<file path="config.mk">
export PLATFORM = sky130hd
export DESIGN_NAME = jtag_scan_sequencer
export DESIGN_NICKNAME = d
export VERILOG_FILES = /design/src/jss_pkg.sv /design/src/jss_in_stage.sv /design/src/jss_seq.sv /design/src/jss_out_stage.sv /design/src/jtag_scan_sequencer.sv
export SDC_FILE = /design/constraint.sdc
export NUM_CORES = 1
export LEC_CHECK = 0
export BUFFER_PORTS_ARGS = -buffer_cell sky130_fd_sc_hd__buf_4
export CAP_MARGIN = 25
export CORE_MARGIN = 10
export CORE_UTILIZATION = 25
export DETAILED_ROUTE_END_ITERATION = 16
export SLEW_MARGIN = 10
export SYNTH_ARGS = -nofsm -noshare
export SYNTH_HDL_FRONTEND = slang
export SYNTH_SLANG_ARGS = --single-unit
</file>
<file path="constraint.sdc">
create_clock -name clk_i -period 3.9 [get_ports clk_i]
set_input_delay 0.39 -clock clk_i [delete_from_list [all_inputs] [get_ports clk_i]]
set_output_delay 0.39 -clock clk_i [all_outputs]
set_load 0.01 [all_outputs]
</file>
<file path="src/jss_pkg.sv">
// ----------------------------------------------------------------------------
// jss_pkg
// shared types, constants and tables for the jtag scan sequencer
// ----------------------------------------------------------------------------
package jss_pkg;

  localparam int unsigned DataW   = 64;
  localparam int unsigned CountW  = 7;
  localparam int unsigned PosW    = 6;
  localparam int unsigned SampleW = 4;

  localparam logic [CountW-1:0] MaxScanBits = 7'd64;

  localparam logic [1:0] ModeReset = 2'd0;
  localparam logic [1:0] ModeIr    = 2'd1;
  localparam logic [1:0] ModeDr    = 2'd2;

  typedef enum logic [4:0] {
    PhIdle   = 5'b00001,
    PhPre    = 5'b00010,
    PhShift  = 5'b00100,
    PhUpdate = 5'b01000,
    PhFinal  = 5'b10000
  } phase_e;

  typedef struct packed {
    logic              start_req;
    logic [1:0]        mode;
    logic [CountW-1:0] bit_count;
    logic [DataW-1:0]  shift_in;
    logic              tdo;
  } in_req_t;

  typedef struct packed {
    logic             tck;
    logic             tms;
    logic             tdi;
    logic             busy_res;
    logic             done_res;
    logic [DataW-1:0] shift_out;
  } res_t;

  // tms pattern of the tap stepping clocks, bit n for clock n
  function automatic logic [7:0] pre_tms(input logic [1:0] kind);
    logic [7:0] pat;
    case (kind)
      ModeReset: pat = 8'h1f;
      ModeIr:    pat = 8'h03;
      ModeDr:    pat = 8'h01;
      default:   pat = 8'h1f;
    endcase
    return pat;
  endfunction

  // number of samples in the tap stepping part
  function automatic logic [SampleW-1:0] pre_end(input logic [1:0] kind);
    logic [SampleW-1:0] n;
    case (kind)
      ModeReset: n = 4'd12;
      ModeIr:    n = 4'd8;
      ModeDr:    n = 4'd6;
      default:   n = 4'd12;
    endcase
    return n;
  endfunction

endpackage

</file>
<file path="src/jss_in_stage.sv">
// ----------------------------------------------------------------------------
// jss_in_stage
// input register holding one tick request until the sequencer takes it
// ----------------------------------------------------------------------------
module jss_in_stage (
  input  logic             clk_i,
  input  logic             rst_ni,
  input  logic             valid_i,
  output logic             ready_o,
  input  jss_pkg::in_req_t req_i,
  input  logic             advance_i,
  output logic             valid_o,
  output jss_pkg::in_req_t req_o
);

  logic             valid_q;
  logic             valid_d;
  jss_pkg::in_req_t req_q;

  assign ready_o = !valid_q || advance_i;

  always_comb begin
    valid_d = valid_q;
    if (ready_o) begin
      valid_d = valid_i;
    end
  end

  always_ff @(posedge clk_i or negedge rst_ni) begin
    if (!rst_ni) begin
      valid_q <= 1'b0;
    end else begin
      valid_q <= valid_d;
    end
  end

  always_ff @(posedge clk_i) begin
    if (ready_o && valid_i) begin
      req_q <= req_i;
    end
  end

  assign valid_o = valid_q;
  assign req_o   = req_q;

endmodule

</file>
<file path="src/jss_seq.sv">
// ----------------------------------------------------------------------------
// jss_seq
// sequencer state and per-tick pin, capture and done logic
// ----------------------------------------------------------------------------
module jss_seq (
  input  logic             clk_i,
  input  logic             rst_ni,
  input  logic             advance_i,
  input  jss_pkg::in_req_t req_i,
  output jss_pkg::res_t    res_o
);

  jss_pkg::phase_e                     phase_q, phase_d;
  logic [jss_pkg::SampleW-1:0]         sample_q, sample_d;
  logic [jss_pkg::CountW-1:0]          bit_q, bit_d;
  logic [1:0]                          kind_q, kind_d;
  logic [jss_pkg::CountW-1:0]          len_q, len_d;
  logic [jss_pkg::DataW-1:0]           send_q, send_d;
  logic [jss_pkg::DataW-1:0]           cap_q, cap_d;

  always_comb begin
    logic [jss_pkg::CountW-1:0]  cnt;
    logic [2:0]                  step;
    logic [jss_pkg::PosW-1:0]    pos;
    logic [jss_pkg::SampleW-1:0] si_n;
    logic [jss_pkg::CountW-1:0]  bi_n;
    logic [7:0]                  pat;

    phase_d  = phase_q;
    sample_d = sample_q;
    bit_d    = bit_q;
    kind_d   = kind_q;
    len_d    = len_q;
    send_d   = send_q;
    cap_d    = cap_q;
    cnt      = req_i.bit_count;

    res_o = '0;
    res_o.tms = 1'b1;
    res_o.tdi = 1'b1;

    // start from idle
    if (phase_q == jss_pkg::PhIdle && req_i.start_req && req_i.mode <= jss_pkg::ModeDr) begin
      if (cnt == '0) begin
        cnt = 7'd1;
      end else if (cnt > jss_pkg::MaxScanBits) begin
        cnt = jss_pkg::MaxScanBits;
      end
      kind_d   = req_i.mode;
      len_d    = cnt;
      send_d   = req_i.shift_in;
      cap_d    = '0;
      sample_d = '0;
      bit_d    = '0;
      phase_d  = jss_pkg::PhPre;
    end

    pos  = bit_d[jss_pkg::PosW-1:0];
    step = sample_d[3:1];
    si_n = sample_d + 4'd1;
    bi_n = bit_d + 7'd1;
    pat  = jss_pkg::pre_tms(kind_d);

    case (phase_d)
      jss_pkg::PhPre: begin
        res_o.busy_res = 1'b1;
        res_o.tck      = sample_d[0];
        res_o.tms      = pat[step];
        sample_d       = si_n;
        if (si_n >= jss_pkg::pre_end(kind_d)) begin
          sample_d = '0;
          bit_d    = '0;
          phase_d  = (kind_d == jss_pkg::ModeReset) ? jss_pkg::PhFinal : jss_pkg::PhShift;
        end
      end
      jss_pkg::PhShift: begin
        res_o.busy_res = 1'b1;
        res_o.tck      = sample_d[0];
        res_o.tms      = (bi_n == len_d);
        res_o.tdi      = send_d[pos];
        if (sample_d[0]) begin
          cap_d[pos] = cap_d[pos] | req_i.tdo;
          bit_d      = bi_n;
          sample_d   = '0;
          if (bi_n >= len_d) begin
            phase_d = jss_pkg::PhUpdate;
          end
        end else begin
          sample_d = 4'd1;
        end
      end
      jss_pkg::PhUpdate: begin
        res_o.busy_res = 1'b1;
        res_o.tck      = sample_d[0];
        if (sample_d[0]) begin
          sample_d = '0;
          phase_d  = jss_pkg::PhFinal;
        end else begin
          sample_d = 4'd1;
        end
      end
      jss_pkg::PhFinal: begin
        res_o.busy_res  = 1'b1;
        res_o.done_res  = 1'b1;
        res_o.shift_out = cap_d;
        sample_d        = '0;
        phase_d         = jss_pkg::PhIdle;
      end
      default: begin
        phase_d = jss_pkg::PhIdle;
      end
    endcase
  end

  always_ff @(posedge clk_i or negedge rst_ni) begin
    if (!rst_ni) begin
      phase_q  <= jss_pkg::PhIdle;
      sample_q <= '0;
      bit_q    <= '0;
      kind_q   <= '0;
      len_q    <= '0;
      send_q   <= '0;
      cap_q    <= '0;
    end else if (advance_i) begin
      phase_q  <= phase_d;
      sample_q <= sample_d;
      bit_q    <= bit_d;
      kind_q   <= kind_d;
      len_q    <= len_d;
      send_q   <= send_d;
      cap_q    <= cap_d;
    end
  end

endmodule

</file>
<file path="src/jss_out_stage.sv">
// ----------------------------------------------------------------------------
// jss_out_stage
// result register holding one tick result until the sink takes it
// ----------------------------------------------------------------------------
module jss_out_stage (
  input  logic          clk_i,
  input  logic          rst_ni,
  input  logic          load_i,
  input  jss_pkg::res_t res_i,
  output logic          free_o,
  output logic          valid_o,
  input  logic          ready_i,
  output jss_pkg::res_t res_o
);

  logic          valid_q;
  logic          valid_d;
  jss_pkg::res_t res_q;

  assign free_o = !valid_q || ready_i;

  always_comb begin
    valid_d = valid_q;
    if (free_o) begin
      valid_d = load_i;
    end
  end

  always_ff @(posedge clk_i or negedge rst_ni) begin
    if (!rst_ni) begin
      valid_q <= 1'b0;
    end else begin
      valid_q <= valid_d;
    end
  end

  always_ff @(posedge clk_i) begin
    if (load_i) begin
      res_q <= res_i;
    end
  end

  assign valid_o = valid_q;
  assign res_o   = res_q;

endmodule

</file>
<file path="src/jtag_scan_sequencer.sv">
// ----------------------------------------------------------------------------
// jtag_scan_sequencer
// jtag master driving tck, tms and tdi one half-period per request
//
//   channel  | dir | tdata (low bit up)                               | tuser | tlast
//   s_axis   | in  | start_req, bit_count[6:0], shift_in[63:0], tdo   | mode  | -
//   m_axis   | out | tck, tms, tdi, busy_res, shift_out[63:0]         | -     | done_res
//
// one request in, one result out, one per clock while the sink keeps taking
// each request passes the input register, then the result register
// the phase, counters and shift words update only when a request moves on
// a stalled sink holds both registers, input keeps taking until they fill
// reset idles the sequencer with pins at tck 0, tms 1, tdi 1
// ----------------------------------------------------------------------------
module jtag_scan_sequencer (
  input  logic        clk_i,
  input  logic        rst_ni,
  input  logic        s_axis_tvalid_i,
  output logic        s_axis_tready_o,
  input  logic [79:0] s_axis_tdata_i,  // start_req, bit_count, shift_in, tdo
  input  logic [1:0]  s_axis_tuser_i,  // mode
  output logic        m_axis_tvalid_o,
  input  logic        m_axis_tready_i,
  output logic [71:0] m_axis_tdata_o,  // tck, tms, tdi, busy_res, shift_out
  output logic        m_axis_tlast_o   // done_res
);

  jss_pkg::in_req_t in_req;
  jss_pkg::in_req_t st_req;
  jss_pkg::res_t    seq_res;
  jss_pkg::res_t    out_res;
  logic             st_valid;
  logic             out_free;
  logic             advance;

  assign in_req.start_req = s_axis_tdata_i[0];
  assign in_req.bit_count = s_axis_tdata_i[7:1];
  assign in_req.shift_in  = s_axis_tdata_i[71:8];
  assign in_req.tdo       = s_axis_tdata_i[72];
  assign in_req.mode      = s_axis_tuser_i;

  assign advance = st_valid && out_free;

  jss_in_stage u_in (
    .clk_i     (clk_i),
    .rst_ni    (rst_ni),
    .valid_i   (s_axis_tvalid_i),
    .ready_o   (s_axis_tready_o),
    .req_i     (in_req),
    .advance_i (advance),
    .valid_o   (st_valid),
    .req_o     (st_req)
  );

  jss_seq u_seq (
    .clk_i     (clk_i),
    .rst_ni    (rst_ni),
    .advance_i (advance),
    .req_i     (st_req),
    .res_o     (seq_res)
  );

  jss_out_stage u_out (
    .clk_i   (clk_i),
    .rst_ni  (rst_ni),
    .load_i  (advance),
    .res_i   (seq_res),
    .free_o  (out_free),
    .valid_o (m_axis_tvalid_o),
    .ready_i (m_axis_tready_i),
    .res_o   (out_res)
  );

  assign m_axis_tdata_o = {4'b0000, out_res.shift_out, out_res.busy_res,
                           out_res.tdi, out_res.tms, out_res.tck};
  assign m_axis_tlast_o = out_res.done_res;

  // done sample is the idle pin pattern and part of the sequence
  a_done_idle_pins: assert property (@(posedge clk_i) disable iff (!rst_ni)
    m_axis_tvalid_o && m_axis_tlast_o |->
      m_axis_tdata_o[3] && !m_axis_tdata_o[0] && m_axis_tdata_o[1] && m_axis_tdata_o[2])
    else $error("done sample without idle pins or busy");

  // outside a sequence nothing is captured
  a_idle_no_word: assert property (@(posedge clk_i) disable iff (!rst_ni)
    m_axis_tvalid_o && !m_axis_tdata_o[3] |->
      !m_axis_tlast_o && m_axis_tdata_o[67:4] == 64'd0)
    else $error("captured word outside a sequence");

  // input only stalls when both registers are full and the sink holds
  a_stall_cause: assert property (@(posedge clk_i) disable iff (!rst_ni)
    !s_axis_tready_o |-> st_valid && m_axis_tvalid_o && !m_axis_tready_i)
    else $error("input stalled without a full pipeline");

  // a moving request always lands in the result register
  a_advance_lands: assert property (@(posedge clk_i) disable iff (!rst_ni)
    advance |=> m_axis_tvalid_o)
    else $error("advanced request lost");

endmodule
</file>
== After elaboration in Yosys (flattened, before gate mapping) ==
Cells that the tools add are included.

* Reductions and logical operators: 14
* $add $sub $neg: 2
* Muxes and demuxes: 38
* Bitwise gates (word level): 1
* Equality and inequality tests: 8
* Magnitude comparators: 7

{| class="wikitable"
|+ Operators with widths
! cell !! count
|-
| 64-bit two-way mux || 4
|-
| 65-bit two-way mux || 1
|-
| 64-bit bitwise mux || 1
|-
| 7-bit two-way mux || 6
|-
| 5-bit two-way mux || 6
|-
| 5-bit one-hot mux with 3 select lines || 1
|-
| 7-bit one-hot mux with 2 select lines || 1
|-
| 1-bit binary-select mux with 6-bit select || 2
|-
| 4-bit two-way mux || 3
|-
| 4-bit one-hot mux with 3 select lines || 1
|-
| 5-bit one-hot mux with 2 select lines || 1
|-
| 4-bit one-hot mux with 2 select lines || 1
|-
| 7-bit by 1-bit adder with 7-bit output, second input constant || 1
|-
| 7-bit equality test || 1
|-
| 7-bit greater-or-equal comparator || 1
|-
| 7-bit > comparator, second input constant || 1
|-
| 7-bit zero test || 1
|-
| 6-bit by 7-bit less-than comparator with 1-bit output, second input constant || 1
|-
| 1-bit demux with 6-bit select || 1
|-
| 6-bit by 1-bit greater-or-equal comparator with 1-bit output, second input constant || 1
|-
| 1-bit two-way mux || 6
|-
| 5-bit by 1-bit equality test with 1-bit output, second input constant || 1
|-
| 5-bit by 2-bit equality test with 1-bit output, second input constant || 1
|-
| 5-bit by 3-bit equality test with 1-bit output, second input constant || 1
|-
| 19 further kinds || 25
|}

* Word-level logic and storage cells: 90
* Output and inout port bits: 75
* Input bits: 86
* Register bits after elaboration: 299

== Longest topological paths before layout ==
* Depth after elaboration: 11
* Depth in mapped cells: 16
* Gate-level depth less buffers: 14

== Cells and area by module ==
Synthesis repeated with hierarchy kept, for this count alone.

* Cell total of the unflattened synthesis: 1,077
* Area, all modules: 13,579.3 um^2

{| class="wikitable"
|+ Modules (own cells, without submodules)
! module !! times used !! area each (um^2) !! cells an instance
|-
| jss_seq || 1 || 9,113.7 || 920
|-
| jss_in_stage || 1 || 2,306.0 || 79
|-
| jss_out_stage || 1 || 2,119.5 || 72
|-
| jtag_scan_sequencer || 1 || 40.0 || 6
|}

== Worst setup path before layout ==
Ideal clock, no wire load.

* Kind: reg2reg
* Start point: reg u_out.valid_q (netlist: u_out.valid_o)
* End point: reg u_seq.sample_q[1] in the netlist's numbering
* Cell stages (with the launch flop): 7
* Buffers on the path: 1
* Setup time: 0.127 ns
* Data arrival time: 3.908 ns
* Setup slack: -0.135 ns
* Data required time: 3.773 ns
* Path through: dfrtp_1 nand2b_1 nand2_1 inv_1 clkbuf_1 o21ai_0 a32o_1

* Longest elaborated chain between the ends: 3

{| class="wikitable"
|+ Ends and longest elaborated chain
! element !! line !! RTL
|-
| start: declaration || jss_out_stage.sv:16 || <nowiki>logic valid_q;</nowiki>
|-
| start signal: assignment || jss_out_stage.sv:33 || <nowiki>valid_q <= valid_d;</nowiki>
|-
| 1-bit zero test || jss_out_stage.sv:20 || <nowiki>assign free_o = !valid_q || ready_i;</nowiki>
|-
| 1-bit logical OR || jss_out_stage.sv:20 ||
|-
| 1-bit logical AND || jtag_scan_sequencer.sv:42 || <nowiki>assign advance = st_valid && out_free;</nowiki>
|-
| named net advance || jtag_scan_sequencer.sv:34 || <nowiki>logic advance;</nowiki>
|-
| end signal: assignment || jss_seq.sv:126 || <nowiki>sample_q <= sample_d;</nowiki>
|-
| end: declaration || jss_seq.sv:14 || <nowiki>logic [jss_pkg::SampleW-1:0] sample_q, sample_d;</nowiki>
|}

The timed path passes the listed nets, and every way through them passes these cells.
A chain may end at the register's enable or synchronous reset.

== Worst setup path after layout ==
* Start point: reg u_seq.phase_q[0]
* End point: reg u_seq.bit_q[1] in the netlist's numbering

* Longest elaborated chain between the ends: 10

{| class="wikitable"
|+ Ends and longest elaborated chain
! element !! line !! RTL
|-
| start: declaration || jss_seq.sv:13 || <nowiki>jss_pkg::phase_e phase_q, phase_d;</nowiki>
|-
| start signal: assignment || jss_seq.sv:117 || <nowiki>phase_q <= jss_pkg::PhIdle;</nowiki>
|-
| start signal: assignment || jss_seq.sv:125 || <nowiki>phase_q <= phase_d;</nowiki>
|-
| 5-bit by 1-bit equality test with 1-bit output || jss_seq.sv:43 || <nowiki>if (phase_q == jss_pkg::PhIdle && req_i.start_req && req_i.mode <= jss_pkg::ModeDr) begin</nowiki>
|-
| 1-bit logical AND (2 in series) || jss_seq.sv:43 ||
|-
| 2-bit two-way mux || jss_seq.sv:43 ||
|-
| 2-bit equality test / 2-bit by 1-bit equality test with 1-bit output (equally long branches) || jss_pkg.sv:58 || <nowiki>case (kind)</nowiki>
|-
| 4-bit one-hot mux with 2 select lines || jss_pkg.sv:58 ||
|-
| 4-bit two-way mux || jss_seq.sv:64 || <nowiki>case (phase_d)</nowiki>
|-
| 4-bit greater-or-equal comparator || jss_seq.sv:70 || <nowiki>if (si_n >= jss_pkg::pre_end(kind_d)) begin</nowiki>
|-
| 7-bit two-way mux || jss_seq.sv:70 ||
|-
| 7-bit one-hot mux with 2 select lines * || jss_seq.sv:64 ||
|-
| end signal: assignment || jss_seq.sv:127 || <nowiki>bit_q <= bit_d;</nowiki>
|-
| end: declaration || jss_seq.sv:15 || <nowiki>logic [jss_pkg::CountW-1:0] bit_q, bit_d;</nowiki>
|}

Mark *: on every way between the ends. The rest lies on a longest branch, timed or not. The select of a mux whose other input is x is not followed.

==> reports/results.md <==
| Stage | Item | This run |
|:---|:---|:---|
| timing | Worst setup skew after layout | 0.0184 ns |
| timing | Unrepaired setup endpoints after global routing | false |
| route | Detailed-route DRC error count | 0 |
| synth | Synth area leader | sky130_fd_sc_hd__edfxtp_1 |
| setup path | Worst Setup Start Kind | flip-flop |
| cts | Num CTS Buffers | 34 |
| synth | Portion of the post-synthesis area used by sequential elements | 0.616 |
| die | Top-level port count | 161 |
| route | Average detailed-routed wire length per instance | 19.0 um |
| timing | Worst-Margin Slew | 0.997 ns |
| synth | Share of synthesized flip-flops with an asynchronous set or reset | 0.518 |
| setup path | Critical path start-end classification | reg -> reg |
| outcome | Run status | complete, no violations |
| setup path | Number of buffers and inverters on the critical path | 1 |
| die | Area enclosed by the die boundary | 62900 um^2 |
| synth | Number of distinct library cell variants in the gate-level netlist after synthesis | 69 |
| setup path | Required @ worst endpoint | 4.34 ns |
| layout | Post-route insts no fill | 1922 |
| timing | Relative max-transition margin | 0.333 |
| timing | Fin. Hold Viols | 0 |
| timing | Max Freq | 298 MHz |
| place | Instance count after placement with tap cells included | 1857 |
| cts | Count of hold buffers inserted by post-cts repair | 3 |
| flow run | Number of maximum-capacitance constraint violations | 0 |
| cts | Clock transition time at the flip-flop clock pins of the worst setup and hold paths | 0.06 ns |
| cts | Clock tree from TritonCTS | built |
| setup path | Type of destination of the critical path | flip-flop |
| cts | Bufs on Longest Clock Path | 3 |
| synth | Syn Area/Cell | 12.7 um^2 |
| place | Placer congestion estimate | 0.877 |
| setup path | Cell seen most often among critical-path stages | sky130_fd_sc_hd__o21ai_0 |
| global route | Via count of the first global-routing pass | 9520 |
| route | Total Routed Length | 36400 um |
| setup path | Crit path max-delay family | compound AO/OA/AOI/OAI gates |
| power and ir drop | Pwr/cell area | 530 nW/um^2 |
| die | Core Area | 52700 um^2 |
| layout | # fillers | 5323 |
| place | Placed wire-length estimate after detailed placement | 25700 um |
| timing | Final Cycle Share | 0.860 |
| setup path | CP max stage cell | sky130_fd_sc_hd__dfstp_2 |
| synth | Synthesized area | 13300 um^2 |
| die | Starting density of the core | 0.253 |
| layout | Count of nets after finishing | 1308 |
| setup path | Series of cell instances along the critical path | nand4bb_2, or2_4, nand2_1, inv_1, ha_1, xnor2_1, ha_1, nor2b_1, o21ai_0, a311oi_1, o21a_1, o21ai_0, nand2_1, o21ai_0 |
| global route | Total routing usage reported by global routing | 0.114 |
| synth | Largest cells by area after synthesis | sky130_fd_sc_hd__edfxtp_1 32%, sky130_fd_sc_hd__dfrtp_1 29%, sky130_fd_sc_hd__mux2_2 6.0% |
| cts | Post-CTS Resized | 0 |
| synth | Gate count of the mapped netlist | 1052 |
| layout | Area growth from synthesis to layout | 22.9% |
| cts | Buffer type at the clock tree root | sky130_fd_sc_hd__clkbuf_16 |
| place | Buffers on Ports | 149 |
| synth | Most instantiated flip-flop cell in the synthesis netlist | sky130_fd_sc_hd__dfrtp_1 |
| synth | Most used standard cell by instance count after synthesis | sky130_fd_sc_hd__dfrtp_1 |
| cts | Number of sinks driven by the clock tree | 299 |
| die | Vertical extent of the die | 251 um |
| timing | Hold_ws | 0.0254 ns |
| die | Num rows | 84 |
| global route | Antenna violations before repair | 1 |
| cts | Clock latency reported for the late side of the worst-skew pair | 0.53 ns |
| timing | Post-route setup TNS | 0 ns |
| die | Horizontal extent of the die | 251 um |
| route | Antenna Nets Post-Route | 0 |
| synth | Yosys warns | 0 |
| timing | Final critical-path setup slack | 0.544 ns |
| route | Detailed-route via count | 9099 |
| power and ir drop | Cell leakage power | 6.56 nW |
| route | Number of detailed-route iterations in the first pass | 5 |
| setup path | Worst-path maximum fanout | 17 |
| global route | Residual overflow from global routing | 0 |
| route | Via density per instance | 4.73 |
| hold path | Class of the worst hold path | in -> reg |
| global route | First-pass GRT wire length | 56700 um |
| synth | Number of synthesized flops with an enable pin | 144 |
| setup path | Maximum cell stage delay along the critical path | 0.61 ns |
| layout | Total inserted antenna cells | 0 |
| timing | Total of endpoints with negative setup slack in the final report | 0 |
| synth | Area fraction of the dominant cell type after synthesis | 0.325 |
| timing | Time the final worst path needs with I/O delays and setup | 3.36 ns |
| power and ir drop | Peak supply drop | 0.298 mV |
| layout | Util after Layout | 0.311 |
| synth | Cell types with the highest counts after synthesis | 154 x sky130_fd_sc_hd__dfrtp_1, 144 x sky130_fd_sc_hd__edfxtp_1, 118 x sky130_fd_sc_hd__o21ai_0 |
| route | Iter 0 DRT Violations | 781 |
| layout | Layout cell share with drive strength beyond 1 | 0.283 |
| place | Worst slack at placement | 0.602 ns |
| timing | Pins Over Slew Limit | 0 |
| cts | Maximum level of the CTS H-tree | 2 |
| cts | Number of buffers inserted by post-CTS setup repair | 0 |
| global route | Pin count of the biggest net entering global routing | 80 |
| synth | Flops & latches, synth | 299 |
| setup path | Arr. time, crit path | 3.80 ns |
kinds of logic (layout without fill, tap and decap cells):
kind of cell             Yosys count  count (layout)  synth area share
AND/OR/NAND/NOR                  247             247             0.102
adder cells (fa/ha/maj)           14              14            0.0132
buffers and inverters             88             267            0.0333
AO/OA/AOI/OAI                    293             293             0.124
XOR/XNOR                           8               8           0.00526
multiplexers                     102             102             0.105
other                              1               4          0.000282
flip-flops                       299             299             0.616
cell usage in the layout, fill, tap and decap left out, types with 21 or more instances in the layout:
| cell type | count |
|---|---|
| sky130_fd_sc_hd__dfrtp_1 | 153 |
| sky130_fd_sc_hd__clkbuf_16 | 34 |
| sky130_fd_sc_hd__buf_4 | 178 |
| sky130_fd_sc_hd__inv_1 | 21 |
| sky130_fd_sc_hd__nand2_1 | 56 |
| sky130_fd_sc_hd__mux2_2 | 71 |
| sky130_fd_sc_hd__a21oi_1 | 82 |
| sky130_fd_sc_hd__o21ai_1 | 34 |
| sky130_fd_sc_hd__edfxtp_1 | 144 |
| sky130_fd_sc_hd__and2_1 | 70 |
| sky130_fd_sc_hd__nor2_1 | 38 |
| sky130_fd_sc_hd__o21ai_0 | 118 |
worst reg2reg max path, stage by stage (launching register included):
cell	delay [ns]
sky130_fd_sc_hd__dfstp_2	0.61
sky130_fd_sc_hd__nand4bb_2	0.17
sky130_fd_sc_hd__or2_4	0.38
sky130_fd_sc_hd__nand2_1	0.14
sky130_fd_sc_hd__inv_1	0.07
sky130_fd_sc_hd__ha_1	0.24
sky130_fd_sc_hd__xnor2_1	0.14
sky130_fd_sc_hd__ha_1	0.30
sky130_fd_sc_hd__nor2b_1	0.13
sky130_fd_sc_hd__o21ai_0	0.21
sky130_fd_sc_hd__a311oi_1	0.13
sky130_fd_sc_hd__o21a_1	0.26
sky130_fd_sc_hd__o21ai_0	0.32
sky130_fd_sc_hd__nand2_1	0.09
sky130_fd_sc_hd__o21ai_0	0.08
registers in the layout, indices dropped and copies added (netlist names):
signal,count
u_seq.send_q,64
u_out.res_o,69
u_seq.len_q,7
u_seq.phase_q,5
u_seq.bit_q,7
u_seq.sample_q,4
u_out.valid_o,1
u_seq.kind_q,2
u_in.req_o,75
u_in.valid_o,1
u_seq.cap_q,64
layer usage:
metal | wire length [um] | global-route usage | up-vias
met2 | 17500 | 0.186 | 319
met3 | 2500 | 0.0283 | 54
met5 | 20 | 0 | -
met1 | 15700 | 0.146 | 4525
li1 | - | - | 4199
met4 | 691 | 0.0306 | 2
path summary, 6_finish.rpt:
| kind | from | end | slack, ns | depth (start not counted) |
|---|---|---|---|---|
| worst max-delay path | u_seq.phase_q[0] | u_seq.bit_q[1] | 0.54 | 14 |
| worst min-delay path | s_axis_tdata_i[28] | u_in.req_o[21] | 0.03 | 1 |
| worst max register to register | u_seq.phase_q[0] | u_seq.bit_q[1] | 0.54 | 14 |
| worst min register to register | u_in.req_o[50] | u_seq.send_q[49] | 0.47 | 1 |
| max in group asynchronous | rst_ni | u_seq.phase_q[0] | 2.47 | 3 |
| min in group asynchronous | rst_ni | u_seq.send_q[49] | 0.46 | 2 |
power by group:
group / internal (mW) / leakage, nW / switching, mW
Clock: 1.93 / 0.537 / 1.31
Sequential: 3.84 / 3.44 / 0.271
Combinational: 0.677 / 2.59 / 0.655
Total: 6.44 / 6.56 / 2.23
cell type report:
| type | instances | area, um^2 | share of cell area |
|---|---|---|---|
| tap | 688 | 861 | 0.0526 |
| timing repair buffer | 183 | 1400 | 0.0854 |
| multi-input combinational | 668 | 4690 | 0.287 |
| clock inverter | 17 | 213 | 0.0130 |
| clock buffer | 45 | 912 | 0.0558 |
| sequential | 299 | 8210 | 0.502 |
| inverter | 22 | 82.6 | 0.00505 |
stage by stage:
step	total power [mW]	cell area [um^2]
final	8.68	16400
after global routing	9.12	16400
after CTS	8.79	16400
after detailed placement	5.52	15200
after global placement	5.46	15200
after floorplan	5.03	13300
Power figures use the tool's default switching activity.
